**src/hdl/rab_pkg.sv**
```systemverilog
`timescale 1ns / 1ps
`default_nettype none
// ----------------------------------------------------------------------------
// rab_pkg
// Shared types, register codes and channel tables for the RGB565 blend core.
// ----------------------------------------------------------------------------
package rab_pkg;

  // Register indexes on the configuration port (byte address = 4 * index)
  localparam logic [1:0] REG_COLOR = 2'd0;
  localparam logic [1:0] REG_ALPHA = 2'd1;
  localparam logic [1:0] REG_SWAP  = 2'd2;

  localparam int ADDR_W = 4;
  localparam int DATA_W = 32;

  localparam logic [7:0] ALPHA_ZERO = 8'd0;
  localparam logic [7:0] ALPHA_FULL = 8'd255;

  typedef logic [7:0] widen5_t [0:31];
  typedef logic [7:0] widen6_t [0:63];

  // Elaboration-time builders for the c*255/max widening tables
  function automatic widen5_t build_widen5();
    widen5_t t;
    for (int i = 0; i < 32; i++) begin
      t[i] = 8'((i * 255) / 31);
    end
    return t;
  endfunction

  function automatic widen6_t build_widen6();
    widen6_t t;
    for (int i = 0; i < 64; i++) begin
      t[i] = 8'((i * 255) / 63);
    end
    return t;
  endfunction

  localparam widen5_t WIDEN5 = build_widen5();
  localparam widen6_t WIDEN6 = build_widen6();

  // Channel order in the stage payloads: 2 red, 1 green, 0 blue
  typedef struct packed {
    logic [2:0][7:0] src;
    logic [2:0][7:0] dst;
    logic [15:0]     stored;
  } widen_stage_t;

  typedef struct packed {
    logic [2:0][15:0] sum;
    logic [15:0]      stored;
  } mix_stage_t;

  typedef struct packed {
    logic [15:0] color;
    logic [7:0]  alpha;
    logic        swap;
  } blend_cfg_t;

  function automatic logic [15:0] swap_word(input logic [15:0] w, input logic en);
    return en ? {w[7:0], w[15:8]} : w;
  endfunction

endpackage
`default_nettype wire

```
**src/hdl/rab_widen.sv**
```systemverilog
`timescale 1ns / 1ps
`default_nettype none
// ----------------------------------------------------------------------------
// rab_widen
// Stage 1: bring the stored word to native order and widen every channel of
// pixel and blend colour to 8 bits.
// ----------------------------------------------------------------------------
module rab_widen (
  input  wire logic                  clk,
  input  wire logic                  rst,
  input  wire rab_pkg::blend_cfg_t   cfg,
  input  wire logic                  in_valid,
  output logic                       in_ready,
  input  wire logic [15:0]           stored_pixel,
  output logic                       valid,
  input  wire logic                  out_ready,
  output rab_pkg::widen_stage_t      stage
);

  rab_pkg::widen_stage_t stage_next;
  logic [15:0]           native;
  logic                  load;

  assign in_ready = !valid || out_ready;
  assign load     = in_valid && in_ready;

  always_comb begin
    native                = rab_pkg::swap_word(stored_pixel, cfg.swap);
    stage_next.stored     = stored_pixel;
    stage_next.src[2]     = rab_pkg::WIDEN5[cfg.color[15:11]];
    stage_next.src[1]     = rab_pkg::WIDEN6[cfg.color[10:5]];
    stage_next.src[0]     = rab_pkg::WIDEN5[cfg.color[4:0]];
    stage_next.dst[2]     = rab_pkg::WIDEN5[native[15:11]];
    stage_next.dst[1]     = rab_pkg::WIDEN6[native[10:5]];
    stage_next.dst[0]     = rab_pkg::WIDEN5[native[4:0]];
  end

  always_ff @(posedge clk) begin
    if (rst) begin
      valid <= 1'b0;
    end else if (in_ready) begin
      valid <= in_valid;
    end
  end

  always_ff @(posedge clk) begin
    if (load) begin
      stage <= stage_next;
    end
  end

  // A held item must not change while the next stage is full
  a_hold: assert property (@(posedge clk) disable iff (rst)
    valid && !out_ready |=> valid && $stable(stage))
    else $error("widen stage lost or changed a held item");

endmodule
`default_nettype wire

```
**src/hdl/rab_mix.sv**
```systemverilog
`timescale 1ns / 1ps
`default_nettype none
// ----------------------------------------------------------------------------
// rab_mix
// Stage 2: weighted sum src*alpha + dst*(255-alpha) for each channel.
// ----------------------------------------------------------------------------
module rab_mix (
  input  wire logic                  clk,
  input  wire logic                  rst,
  input  wire logic [7:0]            alpha,
  input  wire logic                  in_valid,
  output logic                       in_ready,
  input  wire rab_pkg::widen_stage_t in_stage,
  output logic                       valid,
  input  wire logic                  out_ready,
  output rab_pkg::mix_stage_t        stage
);

  rab_pkg::mix_stage_t stage_next;
  logic [7:0]          beta;
  logic                load;

  assign in_ready = !valid || out_ready;
  assign load     = in_valid && in_ready;
  assign beta     = rab_pkg::ALPHA_FULL - alpha;

  always_comb begin
    stage_next.stored = in_stage.stored;
    for (int c = 0; c < 3; c++) begin
      stage_next.sum[c] = 16'(in_stage.src[c] * alpha) + 16'(in_stage.dst[c] * beta);
    end
  end

  always_ff @(posedge clk) begin
    if (rst) begin
      valid <= 1'b0;
    end else if (in_ready) begin
      valid <= in_valid;
    end
  end

  always_ff @(posedge clk) begin
    if (load) begin
      stage <= stage_next;
    end
  end

  // Weights add to 255, so no channel sum can pass 255*255
  a_sum_range: assert property (@(posedge clk) disable iff (rst)
    valid |-> stage.sum[0] <= 16'd65025 && stage.sum[1] <= 16'd65025
              && stage.sum[2] <= 16'd65025)
    else $error("channel sum out of range");

endmodule
`default_nettype wire

```
**src/hdl/rab_scale.sv**
```systemverilog
`timescale 1ns / 1ps
`default_nettype none
// ----------------------------------------------------------------------------
// rab_scale
// Stage 3: divide by 255, narrow to 5/6 bits, repack, restore byte order and
// apply the transparent and opaque cases. Holds the output register.
// ----------------------------------------------------------------------------
module rab_scale (
  input  wire logic                  clk,
  input  wire logic                  rst,
  input  wire rab_pkg::blend_cfg_t   cfg,
  input  wire logic                  in_valid,
  output logic                       in_ready,
  input  wire rab_pkg::mix_stage_t   in_stage,
  output logic                       valid,
  input  wire logic                  out_ready,
  output logic [15:0]                pixel
);

  logic [2:0][7:0] quot;
  logic [16:0]     tmp [3];
  logic [15:0]     packed_px;
  logic [15:0]     pixel_next;
  logic            load;

  assign in_ready = !valid || out_ready;
  assign load     = in_valid && in_ready;

  always_comb begin
    // floor(v/255) = (v + (v >> 8) + 1) >> 8 for v up to 255*255
    for (int c = 0; c < 3; c++) begin
      tmp[c]  = {1'b0, in_stage.sum[c]} + 17'(in_stage.sum[c][15:8]) + 17'd1;
      quot[c] = tmp[c][15:8];
    end
    packed_px = {quot[2][7:3], quot[1][7:2], quot[0][7:3]};
    if (cfg.alpha == rab_pkg::ALPHA_ZERO) begin
      pixel_next = in_stage.stored;
    end else if (cfg.alpha == rab_pkg::ALPHA_FULL) begin
      pixel_next = rab_pkg::swap_word(cfg.color, cfg.swap);
    end else begin
      pixel_next = rab_pkg::swap_word(packed_px, cfg.swap);
    end
  end

  always_ff @(posedge clk) begin
    if (rst) begin
      valid <= 1'b0;
    end else if (in_ready) begin
      valid <= in_valid;
    end
  end

  always_ff @(posedge clk) begin
    if (load) begin
      pixel <= pixel_next;
    end
  end

  a_transparent: assert property (@(posedge clk) disable iff (rst)
    load && cfg.alpha == rab_pkg::ALPHA_ZERO |=> pixel == $past(in_stage.stored))
    else $error("transparent blend changed the pixel");

  a_opaque: assert property (@(posedge clk) disable iff (rst)
    load && cfg.alpha == rab_pkg::ALPHA_FULL
    |=> pixel == rab_pkg::swap_word($past(cfg.color), $past(cfg.swap)))
    else $error("opaque blend did not write the colour");

endmodule
`default_nettype wire

```
**src/hdl/rgb565_alpha_blend_core.sv**
```systemverilog
`timescale 1ns / 1ps
`default_nettype none
// ----------------------------------------------------------------------------
// rgb565_alpha_blend_core
// Constant-alpha blend of streamed RGB565 framebuffer words.
// ----------------------------------------------------------------------------
// Usage:
//   Program blend_color (0x0), blend_alpha (0x4) and byte_swap (0x8) over the
//   APB port while no pixel is in flight; pready is tied high.
//   Pixels enter on pixel_valid/pixel_stall with stored_pixel; a transfer
//   happens when valid is high and stall is low. Results leave on
//   result_valid/result_stall with blended_pixel in stored byte order.
//   From input transfer to result_valid a pixel passes the widen stage, the
//   multiply/add stage and the divide-and-pack stage with the output register.
//   Throughput is one pixel per cycle; each stage holds its item only while
//   the stage after it is full, so a stall on the result side fills the
//   three stages and then raises pixel_stall, with nothing lost or repeated.
//   Reset (synchronous, active high) empties the pipeline and clears all
//   three registers to zero.
// ----------------------------------------------------------------------------
module rgb565_alpha_blend_core (
  input  wire logic                        clk,
  input  wire logic                        rst,
  input  wire logic                        psel,
  input  wire logic                        penable,
  input  wire logic                        pwrite,
  input  wire logic [rab_pkg::ADDR_W-1:0]  paddr,
  input  wire logic [rab_pkg::DATA_W-1:0]  pwdata,
  output logic      [rab_pkg::DATA_W-1:0]  prdata,
  output logic                             pready,
  input  wire logic                        pixel_valid,
  output logic                             pixel_stall,
  input  wire logic [15:0]                 stored_pixel,
  output logic                             result_valid,
  input  wire logic                        result_stall,
  output logic      [15:0]                 blended_pixel
);

  rab_pkg::blend_cfg_t   cfg;
  rab_pkg::widen_stage_t widen_stage;
  rab_pkg::mix_stage_t   mix_stage;
  logic                  pixel_ready;
  logic                  widen_valid;
  logic                  mix_ready;
  logic                  mix_valid;
  logic                  scale_ready;
  logic                  wr_en;
  logic [1:0]            reg_index;

  assign pready    = 1'b1;
  assign reg_index = paddr[3:2];
  assign wr_en     = psel && penable && pwrite;

  always_ff @(posedge clk) begin
    if (rst) begin
      cfg.color <= '0;
      cfg.alpha <= '0;
      cfg.swap  <= 1'b0;
    end else if (wr_en) begin
      case (reg_index)
        rab_pkg::REG_COLOR: cfg.color <= pwdata[15:0];
        rab_pkg::REG_ALPHA: cfg.alpha <= pwdata[7:0];
        rab_pkg::REG_SWAP:  cfg.swap  <= pwdata[0];
        default: ;
      endcase
    end
  end

  always_comb begin
    case (reg_index)
      rab_pkg::REG_COLOR: prdata = {16'd0, cfg.color};
      rab_pkg::REG_ALPHA: prdata = {24'd0, cfg.alpha};
      rab_pkg::REG_SWAP:  prdata = {31'd0, cfg.swap};
      default:            prdata = '0;
    endcase
  end

  assign pixel_stall = !pixel_ready;

  rab_widen u_widen (
    .clk          (clk),
    .rst          (rst),
    .cfg          (cfg),
    .in_valid     (pixel_valid),
    .in_ready     (pixel_ready),
    .stored_pixel (stored_pixel),
    .valid        (widen_valid),
    .out_ready    (mix_ready),
    .stage        (widen_stage)
  );

  rab_mix u_mix (
    .clk       (clk),
    .rst       (rst),
    .alpha     (cfg.alpha),
    .in_valid  (widen_valid),
    .in_ready  (mix_ready),
    .in_stage  (widen_stage),
    .valid     (mix_valid),
    .out_ready (scale_ready),
    .stage     (mix_stage)
  );

  rab_scale u_scale (
    .clk       (clk),
    .rst       (rst),
    .cfg       (cfg),
    .in_valid  (mix_valid),
    .in_ready  (scale_ready),
    .in_stage  (mix_stage),
    .valid     (result_valid),
    .out_ready (!result_stall),
    .pixel     (blended_pixel)
  );

endmodule
`default_nettype wire

```
**config.mk**
```make
export PLATFORM = sky130hd
export DESIGN_NAME = rgb565_alpha_blend_core
export DESIGN_NICKNAME = d
export VERILOG_FILES = /design/src/hdl/rab_pkg.sv /design/src/hdl/rab_widen.sv /design/src/hdl/rab_mix.sv /design/src/hdl/rab_scale.sv /design/src/hdl/rgb565_alpha_blend_core.sv
export SDC_FILE = /design/constraint.sdc
export NUM_CORES = 1
export LEC_CHECK = 0
export BUFFER_PORTS_ARGS = -buffer_cell sky130_fd_sc_hd__clkbuf_2
export CAP_MARGIN = 30
export CORE_MARGIN = 2
export CORE_UTILIZATION = 50
export CTS_CLUSTER_SIZE = 16
export DETAILED_ROUTE_END_ITERATION = 10
export PLACE_DENSITY_LB_ADDON = 0.15
export SYNTH_ARGS = -nofsm -noshare
export SYNTH_HDL_FRONTEND = slang
export SYNTH_SLANG_ARGS = --single-unit
export TNS_END_PERCENT = 20
```
**constraint.sdc**
```tcl
create_clock -name clk -period 6.25 [get_ports clk]
set_clock_uncertainty 0.1 [all_clocks]
set_input_delay 1.5625 -clock clk [delete_from_list [all_inputs] [get_ports clk]]
set_output_delay 1.5625 -clock clk [all_outputs]
set_load 0.1 [all_outputs]
```
==> reports/qor.yml <==
status: "finished clean"
worstPathRequired_ns: 6.31
areaGrowthSynthToFinish_pct: 9.21
finalCriticalPeriod_ns: 5.96
fin_nets: 2752
yosysTopAreaCellShare_pct: 27.5
die_area_mm2: 0.0437
hold_violations: 0
drc: 0
synth-edff-count: 144
vias: 14700
path_delay_family: "adder cells"
layout_commonest_cell: "inv_1"
core_region_area_mm2: 0.0417
drive_above_1_share_pct: 9.09
grt_pass1_vias: 15700
crit_top_cell: "fa_1"
synthTopCellsByArea: "fa_1 27%, edfxtp_1 21%, ha_1 12%, inv_1 7.6%, nor2b_1 4.3%"
dp_cells: 2717
clock_path_buffers: 2
hold_class: "reg2reg"
postCtsHoldBufs: 0
cts-htree-levels: 4
synthesis.area_mm2: 0.0210
rows: 75
routed_via_density: 5.34
whs_ns: 0.307
setup_viol: 0
cp_data_arrival_time_ns: 6.02
wire_per_inst_um: 18.3
ys_seq_elements: 172
synth_ff_type: "edfxtp_1"
max_slew_margin_pct: 39.4
gp_congestion: 0.869
yosysWarningCount: 0
cts_tree: "built"
grt_pass1_wl_um: 82900
post_dp_cell_area_mm2: 0.0223
place_ws_ns: 0.0397
p_leak_nw: 10.7
path_cells: "buf_4 > nand2b_1 > fa_1 > fa_1 > inv_1 > fa_1 > fa_1 > fa_1 > inv_1 > fa_1 > inv_1 > ha_1 > nand3_1 > nor2_1 > a21o_1 > o41ai_2 > buf_4 > mux2i_1 > nand4_1"
syn_area_per_cell_um2: 9.93
fin_util_pct: 55.0
cp-start-kind: "flip-flop"
crit_type: "reg2reg"
ios: 110
fmax_ghz: 0.168
max-vdd-ir-drop_uv: 499
path_clk_slew_ns: 0.07
gr-usage-all-layers_pct: 24.4
clock_latency_ns: 0.45
power_density_mw_per_mm2: 375
setup-tns-final_ns: 0
synth_largest_area_cell: "fa_1"
finalInstanceArea_mm2: 0.0229
first_iter_violations: 865
worst_slack_ns: 0.292
synth_seq_area_share_pct: 23.3
antenna_left: 0
total_power_mw: 8.61
cap_violations: 0
dp_hpwl_um: 40600
antenna_found_initial: 0
synth_cells: 2114
n_antenna_cell: 0
die_w_um: 209
mostFrequentLayoutCells: "428 x inv_1, 288 x fa_1, 207 x ha_1"
grt_max_degree: 65
totalWireLength_um: 50200
period_share_pct: 95.3
worstPathMaxFanout: 18
initial_core_util_pct: 50.4
layout.cells.non_filler: 2750
overflow: 0
drt_pass1_iterations: 5
cts_buffers: 17
synthArstFlopShare_pct: 0
rsz0062_at_grt: "no"
fp.dieH_um: 209
slowest_stage: "fa_1"
drv_slew: 0
cts.sinks: 172
crit_buf_inv: 5
numPortBuffers: 74
worstSetupEndpointType: "flip-flop"
tightest_slew_ns: 0.909
synth_cell_type_count: 69
root_buffer: "clkbuf_16"
max_stage_delay_ns: 0.53
-- sequential cells by signal, summed over array words and instances, names as in the netlist --
| register | cells |
|---|---|
| u_widen.valid | 1 |
| u_mix.valid | 1 |
| u_scale.pixel | 16 |
| u_mix.stage | 64 |
| cfg | 25 |
| u_scale.valid | 1 |
| u_widen.stage | 64 |
-- logic make-up (layout without fill, tap and decap cells) --
| family | Yosys count | count (layout) | share of synthesized area (%) |
|---|---|---|---|
| flops | 172 | 172 | 23.3 |
| compound gates | 220 | 220 | 7.14 |
| mux | 51 | 51 | 2.60 |
| fa+ha+maj | 495 | 495 | 39.8 |
| simple gates | 609 | 609 | 15.5 |
| other cells | 2 | 20 | 0.0358 |
| buf+inv | 512 | 591 | 9.48 |
| xor+xnor | 53 | 53 | 2.21 |
-- metal layers --
layer  global-route usage [%]  routed length [um]
met1                     31.5               21400
met2                     42.8               25600
met3                     3.53                2050
met4                     6.65                1180
met5                        0                   0
-- Yosys cell counts (3+ instances only) --
master / n
a211o_1: 4
a211oi_1: 17
a21boi_0: 4
a21o_1: 7
a21oi_1: 57
a221o_1: 3
a22o_1: 4
a31oi_1: 6
and2_1: 121
and3_1: 6
buf_1: 4
buf_2: 5
buf_4: 17
clkbuf_1: 58
dfxtp_1: 28
edfxtp_1: 144
fa_1: 288
ha_1: 207
inv_1: 428
mux2_2: 15
mux2i_1: 34
nand2_1: 143
nand2b_1: 56
nand3_1: 17
nand4_1: 11
nor2_1: 73
nor2b_1: 145
nor3_1: 16
nor3b_1: 3
o2111ai_1: 3
o211ai_1: 8
o21a_1: 12
o21ai_0: 42
o21bai_1: 11
o221ai_1: 7
o22a_1: 10
o41ai_1: 3
or2_2: 4
or4_1: 4
xnor2_1: 40
xor2_1: 13
-- worst paths after layout --
kind              slack [ns]  depth (start not counted)              start              end
setup / recovery        0.29                         19             cfg[2]  u_mix.stage[31]
hold reg to reg         0.31                          0  u_widen.stage[14]  u_mix.stage[14]
setup reg to reg        0.29                         19             cfg[2]  u_mix.stage[31]
hold / removal          0.31                          0  u_widen.stage[14]  u_mix.stage[14]
-- cell type report --
class                   instances  area [um2]
fillers                      3781       18700
multi-input cells            1448       14200
flip-flops and latches        172        4900
inverters                     428        1610
repair buffers                131         897
well taps                     539         674
clock buffers                  17         425
clock inverters                15         208
-- repair_timing --
item | 4_1_cts | 5_1_grt
gates resized for setup | 0 | 5
setup endpoints to repair | 0 | 6
buffers inserted | 0 | 0
-- report_power, final --
group | switching (mW) | total, mW | leakage (nW) | internal [mW]
clock network | 0.498 | 1.14 | 0.301 | 0.644
registers | 0.215 | 1.87 | 1.62 | 1.66
logic | 3.15 | 5.60 | 8.80 | 2.45
Note: power is estimated with default switching activity, not from simulation.
